--- src/rtl/assert_macros.svh ---
// ---------------------------------------------------------------------------
// Assertion macros shared by the plotter RTL
// ---------------------------------------------------------------------------
`ifndef ASSERT_MACROS_SVH
`define ASSERT_MACROS_SVH

// Check an implication (or any property) on every clock edge outside reset.
`define JRSP_ASSERT(name, clk, rst, prop) \
   name: assert property (@(posedge clk) disable iff (rst) prop) \
      else $error("property violated");

// Flag a condition that must never be true outside reset.
`define JRSP_NEVER(name, clk, rst, cond) \
   name: assert property (@(posedge clk) disable iff (rst) !(cond)) \
      else $error("forbidden condition seen");

`endif

--- src/rtl/jrsp_pkg.sv ---
// ---------------------------------------------------------------------------
// jrsp_pkg
// Types, constants and helper functions of the random-sample Julia plotter.
// ---------------------------------------------------------------------------
package jrsp_pkg;

   localparam logic [31:0] TAUS_MASK_A = 32'hFFFF_FFFE;
   localparam logic [31:0] TAUS_MASK_B = 32'hFFFF_FFF8;
   localparam logic [31:0] TAUS_MASK_C = 32'hFFFF_FFF0;

   localparam logic [31:0] SEED_A_RESET = 32'h1234_5678;
   localparam logic [31:0] SEED_B_RESET = 32'h9ABC_DEF0;
   localparam logic [31:0] SEED_C_RESET = 32'h0F1E_2D3C;

   // (7 + 0.5287663729) in Q16, plus 16.0 for the second log offset
   localparam int unsigned COLOUR_BIAS = 493405;
   localparam int unsigned COLOUR_OFFS = COLOUR_BIAS + (16 << 16);
   localparam logic [16:0] AMOUNT_MAX  = 17'h1FFFF;

   localparam int unsigned LOG_W = 22;   // 6 integer bits, 16 fraction bits

   typedef enum logic [2:0] {
      CSR_VIEW_RE    = 3'd0,
      CSR_VIEW_IM    = 3'd1,
      CSR_MAX_ITER   = 3'd2,
      CSR_IMAGE_SIZE = 3'd3,
      CSR_ESCAPE     = 3'd4,
      CSR_MODE_GRAY  = 3'd5,
      CSR_BAND_LOWS  = 3'd6,
      CSR_BAND_HIGHS = 3'd7
   } csr_index_type;

   typedef enum logic [1:0] {
      ACT_NONE  = 2'd0,
      ACT_ADD   = 2'd1,
      ACT_CLEAR = 2'd2
   } action_type;

   localparam logic [0:0] OP_SAMPLE = 1'b0;
   localparam logic [0:0] OP_LOAD   = 1'b1;

   typedef struct packed {
      logic [31:0] a;
      logic [31:0] b;
      logic [31:0] c;
   } gen_type;

   typedef struct packed {
      logic [63:0] view_re;
      logic [63:0] view_im;
      logic [15:0] max_iter;
      logic [28:0] image_size;
      logic [31:0] escape_limit;
      logic        mode_grayscale;
      logic [47:0] band_lows;
      logic [47:0] band_highs;
   } cfg_type;

   // One classified item handed from the front to the back.
   typedef struct packed {
      logic               hit;
      logic [23:0]        pix;
      logic signed [31:0] px;
      logic signed [31:0] py;
   } job_type;

   typedef struct packed {
      logic        start;
      logic [63:0] x;
   } log_req_type;

   typedef struct packed {
      logic             done;
      logic [LOG_W-1:0] value;
   } log_rsp_type;

   typedef struct packed {
      logic       found;
      logic [1:0] chan;
   } band_type;

   function automatic gen_type taus_step(input gen_type g);
      gen_type     n;
      logic [31:0] t;
      t   = ((g.a << 13) ^ g.a) >> 19;
      n.a = ((g.a & TAUS_MASK_A) << 12) ^ t;
      t   = ((g.b << 2) ^ g.b) >> 25;
      n.b = ((g.b & TAUS_MASK_B) << 4) ^ t;
      t   = ((g.c << 3) ^ g.c) >> 11;
      n.c = ((g.c & TAUS_MASK_C) << 17) ^ t;
      return n;
   endfunction

   // First band, from channel 0 upward, whose open interval holds iter.
   function automatic band_type band_pick(input logic [15:0] iter,
                                          input logic [47:0] lows,
                                          input logic [47:0] highs);
      band_type r;
      r.found = 1'b0;
      r.chan  = 2'd0;
      for (int k = 2; k >= 0; k--) begin
         if (iter > lows[16*k +: 16] && iter < highs[16*k +: 16]) begin
            r.found = 1'b1;
            r.chan  = 2'(k);
         end
      end
      return r;
   endfunction

endpackage

--- src/rtl/jrsp_log2.sv ---
// ---------------------------------------------------------------------------
// jrsp_log2
// Sequential log2 with 16 fraction bits: normalize, then one squaring per
// fraction bit.
// ---------------------------------------------------------------------------
module jrsp_log2 import jrsp_pkg::*; (
   input  logic        clock,
   input  logic        reset,
   input  log_req_type req,
   output log_rsp_type rsp
);

   typedef enum logic [2:0] {
      L_IDLE = 3'b001,
      L_NORM = 3'b010,
      L_SQR  = 3'b100
   } log_state_type;

   log_state_type state_ff, state_in;
   logic [63:0]   x_ff, x_in;
   logic [5:0]    n_ff, n_in;
   logic [31:0]   y_ff, y_in;
   logic [15:0]   frac_ff, frac_in;
   logic [3:0]    cnt_ff, cnt_in;
   logic          done_ff, done_in;
   logic [63:0]   sq;
   logic [32:0]   t;

   assign sq = y_ff * y_ff;
   assign t  = sq[63:31];

   assign rsp.done  = done_ff;
   assign rsp.value = {n_ff, frac_ff};

   always_comb begin
      state_in = state_ff;
      x_in     = x_ff;
      n_in     = n_ff;
      y_in     = y_ff;
      frac_in  = frac_ff;
      cnt_in   = cnt_ff;
      done_in  = 1'b0;
      case (state_ff)
         L_IDLE: begin
            if (req.start) begin
               x_in     = req.x;
               n_in     = 6'd63;
               state_in = L_NORM;
            end
         end
         L_NORM: begin
            // advance toward the leading one, a byte at a time where possible
            if (x_ff[63] || n_ff == '0) begin
               y_in     = x_ff[63:32];
               frac_in  = '0;
               cnt_in   = '0;
               state_in = L_SQR;
            end else if (x_ff[63:56] == '0 && n_ff >= 6'd8) begin
               x_in = x_ff << 8;
               n_in = n_ff - 6'd8;
            end else begin
               x_in = x_ff << 1;
               n_in = n_ff - 6'd1;
            end
         end
         L_SQR: begin
            y_in    = t[32] ? t[32:1] : t[31:0];
            frac_in = {frac_ff[14:0], t[32]};
            cnt_in  = cnt_ff + 4'd1;
            if (cnt_ff == 4'd15) begin
               done_in  = 1'b1;
               state_in = L_IDLE;
            end
         end
         default: begin
            state_in = L_IDLE;
         end
      endcase
   end

   always_ff @(posedge clock) begin
      if (reset) begin
         state_ff <= L_IDLE;
         cnt_ff   <= '0;
         done_ff  <= 1'b0;
      end else begin
         state_ff <= state_in;
         cnt_ff   <= cnt_in;
         done_ff  <= done_in;
      end
   end

   always_ff @(posedge clock) begin
      x_ff    <= x_in;
      n_ff    <= n_in;
      y_ff    <= y_in;
      frac_ff <= frac_in;
   end

endmodule

--- config.mk ---
export PLATFORM = sky130hd
export DESIGN_NAME = jrsp_log2
export DESIGN_NICKNAME = d
export VERILOG_FILES = /design/src/rtl/assert_macros.svh /design/src/rtl/jrsp_pkg.sv /design/src/rtl/jrsp_log2.sv
export SDC_FILE = /design/constraint.sdc
export NUM_CORES = 2
export LEC_CHECK = 0
export BUFFER_PORTS_ARGS = -buffer_cell sky130_fd_sc_hd__buf_4
export CELL_PAD_IN_SITES_DETAIL_PLACEMENT = 0
export CELL_PAD_IN_SITES_GLOBAL_PLACEMENT = 2
export CORE_MARGIN = 2
export CORE_UTILIZATION = 39
export CTS_BUF_LIST = sky130_fd_sc_hd__clkbuf_16
export DETAILED_ROUTE_END_ITERATION = 16
export PLACE_DENSITY = 0.86
export SYNTH_ARGS = -nofsm -noshare
export SYNTH_HDL_FRONTEND = slang
export SYNTH_SLANG_ARGS = --single-unit
--- constraint.sdc ---
create_clock -name clock -period 8.34 [get_ports clock]
set_clock_uncertainty 0.15 [all_clocks]
set_input_delay 1.251 -clock clock [delete_from_list [all_inputs] [get_ports clock]]
set_output_delay 1.251 -clock clock [all_outputs]
set_load 0.01 [all_outputs]
### Word level (Yosys, flattened, before mapping)

Cells that the tools add are included.

| storage, ports and cells | value |
|---|---|
| register bits after elaboration | 126 |
| input bits | 67 |
| output and inout port bits | 23 |

| cells by class | value |
|---|---|
| add/subtract/negate cells | 3 |
| multipliers | 1 |
| order comparisons | 1 |
| equal/unequal tests | 8 |
| mux-type cells | 20 |
| bitwise operators | 1 |
| reduce and logical (&&, ||, !) cells | 10 |

Operators with widths:

| kind | number |
|---|---|
| $mux W64 | 3 |
| $pmux W64 S2 | 1 |
| $mul A32 B32 Y64 | 1 |
| $mux W32 | 2 |
| $pmux W32 S2 | 1 |
| $pmux W16 S2 | 1 |
| $mux W6 | 3 |
| $mux W16 | 1 |
| $pmux W6 S2 | 1 |
| $mux W3 | 3 |
| $pmux W3 S3 | 1 |
| $logic_not A8 Y1 | 1 |
| $ne A2 B2 Y1 const B | 4 |
| $pmux W4 S2 | 1 |
| $ge A6 B4 Y1 const B | 1 |
| $logic_not A6 Y1 | 1 |
| $reduce_and A3 Y1 | 2 |
| $sub A6 B1 Y6 const B | 1 |
| $sub A6 B4 Y6 const B | 1 |
| $add A4 B1 Y4 const B | 1 |
| $eq A4 B4 Y1 const B | 1 |
| $mux W4 | 1 |
| $reduce_bool A2 Y1 | 2 |
| $eq A3 B1 Y1 const B | 1 |
| other kinds (8) | 8 |

### Depth between registers and ports, before layout

| logic depth | value |
|---|---|
| depth in word-level cells | 5 |
| depth in mapped cells | 31 |

### Worst setup path before layout

Ideal clock, no wire load.

| path | value |
|---|---|
| path kind | reg2reg |
| start | reg y_ff[27] |
| end | reg y_ff[26], data pin |
| data arrival time | 7,500 ps |
| slack | 423 ps |
| cell stages (with the launch flop) | 29 |
| cell sequence | edfxtp_1 > clkbuf_1 > clkbuf_1 > nand2_1 > fa_1 > inv_1 > fa_1 > fa_1 > inv_1 > fa_1 > inv_1 > fa_1 > fa_1 > fa_1 > inv_1 > fa_1 > inv_1 > ha_1 > a21o_1 > a21o_1 > a21oi_1 > o21ai_1 > o311ai_2 > a21oi_1 > or3_1 > buf_4 > buf_6 > nand4_1 > o211ai_1 |

| between the ends | value |
|---|---|
| longest elaborated chain between the ends | 3 |

Ends and longest elaborated chain:

| element | RTL line | source |
|---|---|---|
| from (decl) | jrsp_log2.sv:22 | `logic [31:0] y_ff, y_in;` |
| from (signal assigned) | jrsp_log2.sv:96 | `y_ff <= y_in;` |
| $mul A32 B32 Y64 | jrsp_log2.sv:29 | `assign sq = y_ff * y_ff;` |
| $mux W32 | jrsp_log2.sv:67 | `y_in = t[32] ? t[32:1] : t[31:0];` |
| $pmux W32 S2 | jrsp_log2.sv:43 | `case (state_ff)` |
| named net y_in[26] | jrsp_log2.sv:22 |  |

The timed path passes the listed nets, and every way through them passes these cells.
A chain may end at the register's enable or synchronous reset.

### Worst setup path after layout

| path | value |
|---|---|
| start | reg y_ff[23] |
| end | reg y_ff[11], data pin |

Same word-level chain as after synthesis.

==> results.py <==
metrics = {
    "cts": {
        "cts_tree": "done",
        "cts_made_buffers": 17,
        "root_buffer": "clkbuf_16",
        "path_clk_slew_ns": 0.06,
        "cts_hold_buf": 0,
        "cts_max_level": 4,
        "cts_sinks": 126,
        "clk_latency_ns": 0.43,
        "clockBufferDepth": 2,
    },
    "timing": {
        "relSlewSlack": 0.253,
        "layout_min_cycle_time_ns": 8.18,
        "fin_worst_hold_slack_ns": 0.344,
        "period_share": 0.981,
        "finalMaxSlewViolations": 0,
        "setup_viol": 0,
        "fmax_ghz": 0.122,
        "worst_pin_slew_ns": 1.12,
        "hold_violations": 0,
    },
    "floorplanning": {
        "die_height_um": 306,
        "die-width_um": 306,
        "dieArea_um2": 93600,
        "start_util": 0.394,
        "pin_count": 90,
        "rows": 110,
        "core_um2": 90100,
    },
    "synth": {
        "synthCells": 3813,
        "synth_largest_area_cell": "fa_1",
        "synthTopCellsByArea": "fa_1 (45%), ha_1 (11%), inv_1 (10%)",
        "synth-edff-count": 118,
        "synth_top_area_frac": 0.446,
        "async_reset_ff_frac": 0,
        "synth_ff_type": "edfxtp_1",
        "ys_warn_count": 0,
        "yosysSeqAreaShare": 0.104,
        "syn_area_per_cell_um2": 9.32,
        "synth_seq_cells": 126,
        "synth.distinct_cells": 78,
        "syn_area_um2": 35500,
        "syn-num-nets": 4974,
    },
    "drt": {
        "post-route-drc-count": 0,
        "drt-initial-drc-count": 1602,
        "post_drt_via_cell_ratio": 5.00,
        "avgRoutedWirePerCell_um": 19.5,
        "first_pass_iters": 6,
        "dr_total_vias": 25500,
        "ant_nets": 0,
        "drt-total-wl_mm": 99.2,
    },
    "layout": {
        "fin_area_um2": 39800,
        "final_util": 0.441,
        "fillers": 8802,
        "fin_nets": 5072,
        "syn_to_final_growth_pct": 11.9,
        "drive_gt1_frac": 0.100,
        "antenna_cells": 0,
    },
    "worst_setup_path": {
        "crit_fanout": 10,
        "timing.rr.start": "y_ff[23]",
        "path_buf_inv": 7,
        "critPathLaunch": "y_ff[23]",
        "start_kind": "flip-flop",
        "r2r-end": "y_ff[11]",
        "worstPathArrival_ns": 8.20,
        "cpPeakStageDelay_ns": 0.59,
        "path_class": "reg2reg",
        "crit_cells": 26,
        "cp_slowest_cell": "fa_2",
        "reg2reg_depth": 26,
        "rrSetupSlack_ns": 0.16,
        "cp_data_required_time_ns": 8.36,
        "end_kind": "flip-flop",
        "crit_family": "adder cells",
        "cp-endpoint": "y_ff[11]",
        "crit_top_cell": "fa_1",
    },
    "grt": {
        "grt_pass1_wl_mm": 157,
        "gr-usage-all-layers": 0.216,
        "grt-ovfl-total": 0,
        "grt_max_degree": 113,
        "antenna_found_initial": 2,
        "grt_pass1_vias": 27500,
    },
    "power": {
        "peakVddDrop_uv": 483,
        "power.total_mw": 11.6,
        "p_leak_nw": 20.3,
        "powerDensity_nw_per_um2": 292,
    },
    "run_status": {
        "status": "finished, final reports clean",
    },
    "flow_run": {
        "drv_cap": 0,
    },
    "hold_path": {
        "hold_path_class": "reg2reg",
    },
    "placed_design": {
        "post-dp-hpwl_mm": 80.5,
        "port-buffer-count": 89,
        "dpl_cell_area_um2": 38400,
        "gp_congestion": 0.907,
    },
}
-- placed cells by master (no fill, tap or decap), types with 20 or more instances in the layout --
master,count
nand3_1,31
a21o_1,38
xnor2_1,28
nand2_1,454
nor2_1,139
a31oi_1,79
fa_1,773
inv_1,987
nand4_1,23
ha_1,289
o21ai_0,36
and3_1,27
xor2_1,35
a21oi_1,79
edfxtp_1,118
clkbuf_16,23
o21bai_1,20
and2_1,229
buf_12,32
buf_4,196
-- where the power goes --
group	internal [mW]	total, mW	switching (mW)
Combinational	4.25	10.2	5.92
Sequential	0.731	0.756	0.0244
Clock	0.428	0.708	0.280
-- cell type report --
type                    count  area (µm²)  area share
flip-flops and latches    126        3700      0.0931
well taps                1176        1470      0.0370
clock buffers              17         425      0.0107
clock inverters            15         118     0.00296
multi-input cells        2529       27900       0.702
inverters                 988        3720      0.0935
repair buffers            249        2430      0.0611
-- Yosys cell counts (4+ instances only) --
cell and instances:
a311oi_1 4, nor3_1 19, and2_1 235, nand3_1 31
dfxtp_1 8, a31oi_1 81, edfxtp_1 118, a21o_1 38
o21ai_1 10, fa_1 791, xnor2_1 29, nand4_1 23
mux2i_1 11, and3_1 27, o21a_1 5, inv_1 987
ha_1 303, clkbuf_1 151, or3_1 9, a31o_2 12
xor2_1 36, o21ai_0 38, a211oi_1 8, nor2b_1 8
and4_1 5, a21oi_1 85, nand2_1 461, or2_2 6
or4_1 5, o21bai_1 20, buf_2 11, o31ai_1 6
o211ai_1 14, nor2_1 148
-- repair_timing --
item / 4_1_cts / 5_1_grt
cloned: 0 / 6
resized for setup: 2 / 115
endpoints found under the setup margin: 2 / 33
pin swaps: 0 / 60
hold endpoints to repair: 0 / 0
buffers inserted: 0 / 22
-- registers in the layout (all words and copies together), names as in the netlist --
name      cells
n_ff          6
state_ff      3
done_ff       1
frac_ff      16
cnt_ff        4
y_ff         32
x_ff         64
-- per-stage QoR --
stage	cells	setup TNS, ns	setup slack (ns)
2_1_floorplan	3813	0	0.423
3_3_place_gp	5040	-0.0170	-0.0170
3_5_place_dp	5040	-0.0898	-0.0681
4_1_cts	5072	0	0.0581
5_1_grt	5100	-0.115	-0.0269
6_report	5100	0	0.160
-- cell families after synthesis --
logic type               synth area share
multiplexers                      0.00341
XOR/XNOR                           0.0160
flip-flops                          0.104
AO/OA/AOI/OAI                      0.0685
adder cells (fa/ha/maj)             0.552
buffers and inverters               0.123
AND/OR/NAND/NOR                     0.132
-- routing by layer --
metal / GRT usage / up-vias / wire length (µm)
met5: 0 / - / 0
met4: 0.0354 / 0 / 2030
met3: 0.0160 / 102 / 3570
met2: 0.382 / 531 / 50500
met1: 0.295 / 13100 / 43100
li1: - / 11700 / -
-- how the worst min path moves through the flow --
stage / startpoint / endpoint / slack [ns] / cells past startpoint
detailed placement: cnt_ff[3] / cnt_ff[3] / 0.33 / 1
floorplan: cnt_ff[3] / cnt_ff[3] / 0.30 / 1
global route: cnt_ff[3] / cnt_ff[3] / 0.37 / 1
finish: cnt_ff[3] / cnt_ff[3] / 0.34 / 1
CTS: cnt_ff[3] / cnt_ff[3] / 0.34 / 1
global placement: cnt_ff[3] / cnt_ff[3] / 0.32 / 1
(Power assumes the default switching activity.)
