File: config.mk
export PLATFORM = sky130hd
export DESIGN_NAME = jrsp_fifo
export DESIGN_NICKNAME = d
export VERILOG_FILES = /design/src/rtl/assert_macros.svh /design/src/rtl/jrsp_pkg.sv /design/src/rtl/jrsp_fifo.sv
export SDC_FILE = /design/constraint.sdc
export NUM_CORES = 1
export LEC_CHECK = 0
export BUFFER_PORTS_ARGS = -buffer_cell sky130_fd_sc_hd__buf_2
export CAP_MARGIN = 20
export CORE_ASPECT_RATIO = 1.4
export CORE_MARGIN = 5
export CORE_UTILIZATION = 30
export CTS_BUF_LIST = sky130_fd_sc_hd__clkbuf_16
export CTS_CLUSTER_DIAMETER = 120
export CTS_CLUSTER_SIZE = 14
export DETAILED_ROUTE_END_ITERATION = 8
export SYNTH_ARGS = -nofsm -noshare
export SYNTH_HDL_FRONTEND = slang
export SYNTH_SLANG_ARGS = --single-unit
File: constraint.sdc
create_clock -name clock -period 5.2 [get_ports clock]
set_input_delay 0.26 -clock clock [delete_from_list [all_inputs] [get_ports clock]]
set_output_delay 0.26 -clock clock [all_outputs]
set_load 0.03 [all_outputs]
File: src/rtl/assert_macros.svh
// ---------------------------------------------------------------------------
// Assertion macros shared by the plotter RTL
// ---------------------------------------------------------------------------
`ifndef ASSERT_MACROS_SVH
`define ASSERT_MACROS_SVH

// Check an implication (or any property) on every clock edge outside reset.
`define JRSP_ASSERT(name, clk, rst, prop) \
   name: assert property (@(posedge clk) disable iff (rst) prop) \
      else $error("property violated");

// Flag a condition that must never be true outside reset.
`define JRSP_NEVER(name, clk, rst, cond) \
   name: assert property (@(posedge clk) disable iff (rst) !(cond)) \
      else $error("forbidden condition seen");

`endif

File: src/rtl/jrsp_pkg.sv
// ---------------------------------------------------------------------------
// jrsp_pkg
// Types, constants and helper functions of the random-sample Julia plotter.
// ---------------------------------------------------------------------------
package jrsp_pkg;

   localparam logic [31:0] TAUS_MASK_A = 32'hFFFF_FFFE;
   localparam logic [31:0] TAUS_MASK_B = 32'hFFFF_FFF8;
   localparam logic [31:0] TAUS_MASK_C = 32'hFFFF_FFF0;

   localparam logic [31:0] SEED_A_RESET = 32'h1234_5678;
   localparam logic [31:0] SEED_B_RESET = 32'h9ABC_DEF0;
   localparam logic [31:0] SEED_C_RESET = 32'h0F1E_2D3C;

   // (7 + 0.5287663729) in Q16, plus 16.0 for the second log offset
   localparam int unsigned COLOUR_BIAS = 493405;
   localparam int unsigned COLOUR_OFFS = COLOUR_BIAS + (16 << 16);
   localparam logic [16:0] AMOUNT_MAX  = 17'h1FFFF;

   localparam int unsigned LOG_W = 22;   // 6 integer bits, 16 fraction bits

   typedef enum logic [2:0] {
      CSR_VIEW_RE    = 3'd0,
      CSR_VIEW_IM    = 3'd1,
      CSR_MAX_ITER   = 3'd2,
      CSR_IMAGE_SIZE = 3'd3,
      CSR_ESCAPE     = 3'd4,
      CSR_MODE_GRAY  = 3'd5,
      CSR_BAND_LOWS  = 3'd6,
      CSR_BAND_HIGHS = 3'd7
   } csr_index_type;

   typedef enum logic [1:0] {
      ACT_NONE  = 2'd0,
      ACT_ADD   = 2'd1,
      ACT_CLEAR = 2'd2
   } action_type;

   localparam logic [0:0] OP_SAMPLE = 1'b0;
   localparam logic [0:0] OP_LOAD   = 1'b1;

   typedef struct packed {
      logic [31:0] a;
      logic [31:0] b;
      logic [31:0] c;
   } gen_type;

   typedef struct packed {
      logic [63:0] view_re;
      logic [63:0] view_im;
      logic [15:0] max_iter;
      logic [28:0] image_size;
      logic [31:0] escape_limit;
      logic        mode_grayscale;
      logic [47:0] band_lows;
      logic [47:0] band_highs;
   } cfg_type;

   // One classified item handed from the front to the back.
   typedef struct packed {
      logic               hit;
      logic [23:0]        pix;
      logic signed [31:0] px;
      logic signed [31:0] py;
   } job_type;

   typedef struct packed {
      logic        start;
      logic [63:0] x;
   } log_req_type;

   typedef struct packed {
      logic             done;
      logic [LOG_W-1:0] value;
   } log_rsp_type;

   typedef struct packed {
      logic       found;
      logic [1:0] chan;
   } band_type;

   function automatic gen_type taus_step(input gen_type g);
      gen_type     n;
      logic [31:0] t;
      t   = ((g.a << 13) ^ g.a) >> 19;
      n.a = ((g.a & TAUS_MASK_A) << 12) ^ t;
      t   = ((g.b << 2) ^ g.b) >> 25;
      n.b = ((g.b & TAUS_MASK_B) << 4) ^ t;
      t   = ((g.c << 3) ^ g.c) >> 11;
      n.c = ((g.c & TAUS_MASK_C) << 17) ^ t;
      return n;
   endfunction

   // First band, from channel 0 upward, whose open interval holds iter.
   function automatic band_type band_pick(input logic [15:0] iter,
                                          input logic [47:0] lows,
                                          input logic [47:0] highs);
      band_type r;
      r.found = 1'b0;
      r.chan  = 2'd0;
      for (int k = 2; k >= 0; k--) begin
         if (iter > lows[16*k +: 16] && iter < highs[16*k +: 16]) begin
            r.found = 1'b1;
            r.chan  = 2'(k);
         end
      end
      return r;
   endfunction

endpackage

File: src/rtl/jrsp_fifo.sv
// ---------------------------------------------------------------------------
// jrsp_fifo
// Short job queue between the sample front end and the escape-time engine.
// ---------------------------------------------------------------------------
module jrsp_fifo import jrsp_pkg::*; #(
   parameter int DEPTH = 2
) (
   input  logic    clock,
   input  logic    reset,
   input  logic    push,
   input  job_type push_data,
   output logic    full,
   input  logic    pop,
   output job_type pop_data,
   output logic    empty
);

   localparam int PTR_W = (DEPTH > 1) ? $clog2(DEPTH) : 1;
   localparam int CNT_W = $clog2(DEPTH + 1);

   job_type            mem_ff [DEPTH];
   logic [PTR_W-1:0]   wr_ptr_ff, wr_ptr_in;
   logic [PTR_W-1:0]   rd_ptr_ff, rd_ptr_in;
   logic [CNT_W-1:0]   count_ff, count_in;
   logic               do_push, do_pop;

   assign full     = (count_ff == CNT_W'(DEPTH));
   assign empty    = (count_ff == '0);
   assign do_push  = push && !full;
   assign do_pop   = pop && !empty;
   assign pop_data = mem_ff[rd_ptr_ff];

   always_comb begin
      wr_ptr_in = wr_ptr_ff;
      rd_ptr_in = rd_ptr_ff;
      count_in  = count_ff;
      if (do_push) begin
         wr_ptr_in = (wr_ptr_ff == PTR_W'(DEPTH - 1)) ? '0 : wr_ptr_ff + 1'b1;
      end
      if (do_pop) begin
         rd_ptr_in = (rd_ptr_ff == PTR_W'(DEPTH - 1)) ? '0 : rd_ptr_ff + 1'b1;
      end
      if (do_push && !do_pop) begin
         count_in = count_ff + 1'b1;
      end else if (do_pop && !do_push) begin
         count_in = count_ff - 1'b1;
      end
   end

   always_ff @(posedge clock) begin
      if (reset) begin
         wr_ptr_ff <= '0;
         rd_ptr_ff <= '0;
         count_ff  <= '0;
      end else begin
         wr_ptr_ff <= wr_ptr_in;
         rd_ptr_ff <= rd_ptr_in;
         count_ff  <= count_in;
      end
   end

   always_ff @(posedge clock) begin
      if (do_push) begin
         mem_ff[wr_ptr_ff] <= push_data;
      end
   end

endmodule

* Yosys cells after proc, flatten, opt, wreduce, memory -nomap -nowiden
Memories as Yosys holds them, arrays and structs flattened. A register that Yosys moved wholly into a read port is not among the register bits.
Index checks and enable logic that the tools add are counted.
** Word-level totals
- Memory bits (read-only) :: 0
- Memories kept :: 1
- RAM bits :: 178
- Register bits :: 4
- Bits in latches :: 0
** Operators by class
- Order comparisons :: 0
- Reduce and logical (&&, ||, !) cells :: 10
- Multiplexer cells :: 8
- Shift-type cells :: 0
- Multiply operators :: 0
- Add/sub/neg operators :: 4
- Div/mod/pow operators :: 0
- Bitwise operators :: 0
- Equality and inequality tests :: 1
** Memories
- mem_ff :: depth 2, bits a word 89, rd ports 1, clocked after memory_dff 1, write ports 1, RTL line jrsp_fifo.sv:21 : job_type mem_ff [DEPTH];
** Operators by type and width (number)
- 1-bit 2-to-1 mux :: 6
- 1-bit logical AND :: 4
- 1-bit logical NOT :: 4
- 2-bit 2-to-1 mux :: 2
- 1-bit adder, second input constant :: 2
- 2-bit by 1-bit adder with 2-bit output, second input constant :: 1
- 2-bit equality test, second input constant :: 1
- 2-bit logical NOT :: 1
- 2-bit nonzero test :: 1
- 2-bit by 1-bit subtractor with 2-bit output, second input constant :: 1

* Depth between registers and ports, before layout
Gate-level depths: netlist of the first run.
- Depth after elaboration :: 7
- Depth in mapped cells :: 6
- Depth with buffers taken out :: 6

* Worst setup path after synthesis of the first run
OpenSTA, ideal clock, no wires.
- Path type :: register -> register
- Start :: register count_ff[1]
- End :: memory mem_ff[1][0] in the netlist's numbering, enable pin
- Stages on the path, launching flop included :: 4
- Arrival time :: 2.761 ns
- Buffers on the path :: 0
- Slack :: 1.981 ns
- Data required time :: 4.742 ns
- Cell sequence :: dfxtp_1 nor2b_2 nor2_1 and2_1
** Between the ends
- Cells in the longest elaborated chain, start to end :: 5
** Ends and longest elaborated chain
- start, declared :: RTL line jrsp_fifo.sv:24 : logic [CNT_W-1:0] count_ff, count_in;
- start signal, assigned :: RTL line jrsp_fifo.sv:58 : count_ff <= count_in;
- 2-bit equality test :: RTL line jrsp_fifo.sv:27 : assign full = (count_ff == CNT_W'(DEPTH));
- named net full :: RTL line jrsp_fifo.sv:12 : output logic full,
- 1-bit logical NOT :: RTL line jrsp_fifo.sv:29 : assign do_push = push && !full;
- 1-bit logical AND :: RTL line jrsp_fifo.sv:29
- named net do_push :: RTL line jrsp_fifo.sv:25 : logic do_push, do_pop;
- 1-bit 2-to-1 mux :: RTL line jrsp_fifo.sv:63 : if (do_push) begin
- 1-bit 2-to-1 mux (implied by the code) :: RTL line jrsp_fifo.sv:64 : mem_ff[wr_ptr_ff] <= push_data;
- end, declared :: RTL line jrsp_fifo.sv:21
The timed path passes the listed nets, and every way through them passes these cells.

==> results of run 1 <==
## critical path, cell delays in order (launching register included)
cell and delay, ns:
dfxtp_4 0.69, buf_4 0.65, mux2_2 0.43, buf_2 0.18
## power by group through the flow
stage,registers [uW],clock network (uW),logic (uW)
6_report,1940,1180,1350
5_1_grt,1960,1290,1430
4_1_cts,1950,1230,1370
3_5_place_dp,1980,0,1330
3_3_place_gp,1970,0,1310
2_1_floorplan,1930,0,1020
## cell families (layout without fill, tap and decap cells)
| family | Yosys count | after routing | synth area share (%) |
|---|---|---|---|
| AOI/OAI and AO/OA | 5 | 5 | 0.375 |
| and+or+nand+nor | 9 | 9 | 0.694 |
| DFF | 183 | 183 | 81.6 |
| muxes | 89 | 89 | 15.6 |
| buffers and inverters | 12 | 279 | 1.14 |
| xor gates and xnor gates | 3 | 3 | 0.394 |
| adders and majority gates | 1 | 1 | 0.188 |
## stage by stage
| stage | worst slack (ns) | cells | utilization (%) |
|---|---|---|---|
| final | 2.47 | 866 | 41.5 |
| after global placement | 2.90 | 774 | 36.2 |
| after floorplan | 1.98 | 302 | - |
| after detailed placement | 2.84 | 775 | 36.3 |
| after CTS | 2.40 | 865 | 41.5 |
| after global routing | 2.34 | 866 | 41.5 |
## layout make-up
| class | instances | area (um^2) |
|---|---|---|
| Fill cell | 1969 | 12800 |
| Sequential cell | 183 | 5450 |
| Timing Repair Buffer | 246 | 1560 |
| Multi-Input combinational cell | 107 | 1150 |
| Clock buffer | 17 | 425 |
| Tap cell | 297 | 372 |
| Clock inverter | 14 | 115 |
| Inverter | 2 | 10.0 |
## registers in the layout, summed over array words and instances (netlist names), named ones only
| name | flops |
|---|---|
| mem_ff | 178 |
| count_ff | 2 |
| wr_ptr_ff | 1 |
| rd_ptr_ff | 1 |
## cells in the mapped netlist
master    number
and2_1         1
edfxtp_1     178
dfxtp_1        5
mux2_2        79
xor2_1         3
ha_1           1
buf_2          7
buf_6          3
o21ai_0        3
or3_1          2
inv_1          2
nor2b_2        1
nor2_1         5
mux2_4        10
a21oi_1        2
## cell usage in the layout (no fill, tap or decap)
cell type      instances
ha_1                   1
and2_4                 1
a21oi_1                2
o21ai_0                3
dlygate4sd3_1         60
mux2_4                10
or3_1                  2
clkbuf_16             17
clkinvlp_4             5
inv_4                  1
buf_2                183
inv_6                  1
edfxtp_1             178
dfxtp_1                4
bufinv_16              1
nor2_1                 5
buf_16                 1
mux2_2                79
buf_4                  2
nor2b_2                1
clkinv_2               2
clkinv_4               2
dfxtp_4                1
inv_1                  4
xor2_1                 3
## how the worst max path moves through the flow
stage	startpoint	to	slack [ns]	depth (start not counted)
2_1_floorplan	count_ff[1]	mem_ff[1][0]	1.98	3
3_3_place_gp	flip-flop	pop_data[72]	2.90	3
3_5_place_dp	count_ff[1]	mem_ff[1][32]	2.84	4
4_1_cts	flip-flop	pop_data[73]	2.40	3
5_1_grt	flip-flop	pop_data[72]	2.34	3
6_report	flip-flop	pop_data[73]	2.47	3
## timing repair
action	4_1_cts	5_1_grt
hold buffers	59	1
hold endpoints to repair	116	2
endpoints found under the setup margin	0	0
## metal layers
metal | global-route usage, % | vias up | part of all wire [%]
li1 | - | 1699 | -
met1 | 10.8 | 1781 | 37
met2 | 19.9 | 116 | 55
met3 | 3.64 | 22 | 5.4
met4 | 4.65 | 0 | 2.2
met5 | 0 | - | 0
==> reports/qor.csv, run 1 <==
stage,metric,value,unit
floorplan,fp.coreArea,21900,um^2
detailed_routing,wl_per_cell,15.6,um
pwr,p_sw_share,32.9,%
detailed_routing,vias,3618,
timing,timing.fmax,367,MHz
timing,whs,0.0304,ns
worst_hold_path,hold_class,primary input to flip-flop,
worst_hold_path,min_to,mem_ff[1][16],
finish,nNetsFinal,651,
clocking,cts-root-buf,clkbuf_16,
finish,drive_gt1_share,54.0,%
yosys,yosysTopAreaCell,edfxtp_1,
yosys,synthCells,302,
timing,hold_violations,0,
detailed_routing,drt_iter0_drc,104,
yosys,synth_seq_cells,183,
yosys,synthesis.area,6670,um^2
critical_path,regToRegEndpoint,mem_ff[1][13],
finish,area_growth,36.1,%
critical_path,required,4.94,ns
run,maxCapViolations,0,
worst_hold_path,whs_path_depth,1,
critical_path,reg2regPathDepth,4,
pwr,fin_total_pwr,4470,uW
timing,fin_crit_sh,52.5,%
detailed_routing,vias_per_cell,4.18,
global_route,grt_pass1_wl,20.9,mm
placed_design,hpwl,8.98,mm
timing,setup_viol,0,
finish,finish.instance_area,9080,um^2
pwr,p_sw,1470,uW
timing,worst_pin_slew,0.677,ns
placed_design,place_area,7940,um^2
floorplan,dieArea,25400,um^2
floorplan,io_pins,184,
floorplan,die_width,136,um
pwr,p_int,3000,uW
clocking,cts_setup_buffers,0,
timing,maxSlewHeadroom,54.9,%
yosys,synth_top_area_share,80.1,%
global_route,grt_pass1_vias,4090,
pwr,pwr-share-comb,30.2,%
critical_path,startpoint_type,flip-flop,
global_route,grt_start_max_net_pins,49,
clocking,numCtsBuffers,17,
detailed_routing,drc,0,
floorplan,die_y,186,um
clocking,cts_sinks,183,
yosys,yosys_warnings,0,
run_status,status,"complete, no violations",
yosys,synth.avg_cell_area,22.1,um^2
critical_path,path_class,flip-flop to output pin,
pwr,ir_drop,285,uV
pwr,p_seq_share,43.4,%
detailed_routing,wl,13.5,mm
timing,slew_viol_final,0,
floorplan,rows,64,
global_route,gr-total-overflow,0,
global_route,antenna_found_initial,0,
critical_path,cp.arrival,2.47,ns
pwr,powerDensity,493,nW/um^2
yosys,synthesis.nets,396,
timing,finalSetupTns,0,ns
detailed_routing,firstDrtPassIters,4,
clocking,cts_htree_levels,4,
yosys,synth_cell_type_count,15,
critical_path,setup.worst_path.end_class,output pin,
floorplan,floorplan.initialDensity,30.5,%
pwr,leakagePower,0.00338,uW
yosys,ys_seq_area_share,81.6,%
pwr,clockPowerShare,26.4,%
critical_path,reg2reg_slack,2.90,ns
placed_design,place_congestion,0.674,
critical_path,crit_fanout,48,
timing,rsz0062_at_grt,false,
clocking,clock_path_buffers,2,
timing,finClkSkew,0.00766,ns
yosys,synth.area.top_cells,"edfxtp_1 (80%), mux2_2 (13%), mux2_4 (2.3%)",
clocking,cts_resized,0,
clocking,clk_pin_slew,0.06,ns
critical_path,r2r-start,count_ff[0],
clocking,cts_tree,yes,
clocking,clock_latency,0.42,ns
placed_design,io_buffers,183,
worst_hold_path,hp-start,push_data[16],
finish,diodes,0,
detailed_routing,ant_nets,0,
global_route,grt_usage,10.8,%
timing,fin_crit,2.73,ns
No activity file was read; power rests on OpenSTA's default activity.
==> inputs of run 2 (changes only) <==
Clock period 5.2 ns to 2.59 ns, I/O delays scaled along.
==> run 2 against run 1 <==
Against the previous run: core utilization up 1.8 points; critical path depth unchanged; combinational power grew 110%; hold slack improved by 0.073 ns; total power up 110%; register-to-register slack worse by 2.1 ns; via count rose by 4.1%; sequential power rose by 100%; clock skew up 0.010 ns; worst setup slack got worse by 2.0 ns.
==> reports/qor.csv, run 2 (synthesized netlist as in run 1, its figures left out) <==
stage,metric,value,unit
run_status,status,"complete, no violations",
detailed_routing,drt_iter0_drc,167,
clocking,cts_setup_buffers,0,
clocking,clock_path_buffers,2,
finish,final_cell_mix,"buf_2 (183), edfxtp_1 (178), dlygate4sd3_1 (90), mux2_2 (79), clkbuf_16 (17)",
finish,fin_cells,903,
global_route,grt_pass1_wl,22.3,mm
detailed_routing,vias,3768,
finish,drive_gt1_share,51.5,%
floorplan,fp.coreArea,21900,um^2
placed_design,hpwl,9.28,mm
timing,fin_crit,2.10,ns
critical_path,path_class,flip-flop to output pin,
pwr,leakagePower,0.00354,uW
clocking,numCtsBuffers,17,
finish,nNetsFinal,685,
detailed_routing,drc,0,
critical_path,crit_fanout,34,
critical_path,startpoint_type,flip-flop,
finish,largest_reg_flops,178,
timing,slew_viol_final,0,
finish,final_util,43.4,%
placed_design,place_congestion,0.692,
clocking,clock_latency,0.43,ns
global_route,grt_usage,11.6,%
critical_path,cp.arrival,1.97,ns
pwr,ir_drop,444,uV
detailed_routing,ant_nets,0,
detailed_routing,met2_length,7.72,mm
detailed_routing,firstDrtPassIters,4,
clocking,cts_tree,yes,
clocking,cts-root-buf,clkbuf_16,
floorplan,floorplan.initialDensity,30.5,%
timing,worst_pin_slew,0.514,ns
timing,finalSetupTns,0,ns
clocking,cts_sinks,183,
critical_path,setup.worst_path.end_class,output pin,
finish,max_flop_register,mem_ff,
timing,rsz0062_at_grt,false,
detailed_routing,wl_met1,5.37,mm
floorplan,rows,64,
timing,finClkSkew,0.0176,ns
floorplan,io_pins,184,
timing,fin_ws,0.493,ns
detailed_routing,vias_per_cell,4.17,
finish,final_common_cell,buf_2,
timing,timing.fmax,477,MHz
floorplan,die_width,136,um
placed_design,io_buffers,183,
timing,whs,0.104,ns
detailed_routing,highest_layer,met5,
pwr,powerDensity,969,nW/um^2
global_route,antenna_found_initial,3,
finish,reg.largest.list,"mem_ff (178), count_ff (2)",
placed_design,pre_cts_ws,0.716,ns
detailed_routing,wl_per_cell,15.7,um
timing,setup_viol,0,
detailed_routing,wl,14.2,mm
global_route,gr-total-overflow,0,
placed_design,dp_cells,779,
clocking,clk_pin_slew,0.07,ns
worst_hold_path,hold_class,primary input to flip-flop,
finish,area_growth,42.1,%
timing,hold_violations,0,
clocking,cts_htree_levels,4,
run,maxCapViolations,0,
timing,fin_crit_sh,81.0,%
timing,maxSlewHeadroom,65.7,%
global_route,grt_pass1_vias,4195,
floorplan,dieArea,25400,um^2
floorplan,die_y,186,um
global_route,grt_start_max_net_pins,71,
critical_path,required,2.46,ns
detailed_routing,wl_met3,739,um
[run 2: changes by cell type in the layout (fill, tap and decap cells not counted), sizes merged]
cell and delta:
bufinv +1, buf +4, diode +2, clkinv -1, dlygate4sd3 +30, clkinvlp +2, inv -1
[run 2: path summary, 6_finish.rpt]
kind,startpoint,depth (start not counted),endpoint,slack (ns)
setup / recovery,flip-flop,3,pop_data[47],0.49
hold / removal,push,4,wr_ptr_ff,0.10
setup reg to reg,count_ff[0],4,mem_ff[1][60],0.76
hold reg to reg,wr_ptr_ff,2,wr_ptr_ff,0.51
[run 2: timing repair]
item / 4_1_cts / 5_1_grt
gates resized for setup: 0 / 0
hold endpoints to repair: 183 / 0
hold buffers: 90 / 0
endpoints found under the setup margin: 0 / 0
[run 2: critical path, stage by stage, from the launching register on]
cell     delay, ns
dfxtp_4       0.67
buf_12        0.27
mux2_2        0.36
buf_2         0.18
[run 2: area by class of cell]
cell class              instances  area [um^2]
diodes                          2         5.00
fillers                      1935        12400
flip-flops and latches        183         5450
inverters                       2         11.3
multi-input cells             107         1160
clock inverters                15          143
repair buffers                280         1920
well taps                     297          372
clock buffers                  17          425
[run 2: layer usage]
metal  global-route usage [%]  vias to the layer above
met2                     20.5                      118
met4                     5.82                        2
li1                         -                     1770
met5                        0                        -
met3                     3.48                       22
met1                     12.6                     1856
[run 2: metrics by stage]
stage	instance area [um^2]	power, uW
6_report	9480	9190
5_1_grt	9480	9630
4_1_cts	9480	9360
3_5_place_dp	8010	6730
3_3_place_gp	8010	6680
2_1_floorplan	6680	5910
[run 2: report_power, final]
group          switching [uW]  internal [uW]
registers                 174           3720
clock network            1060           1400
logic                    1760           1070
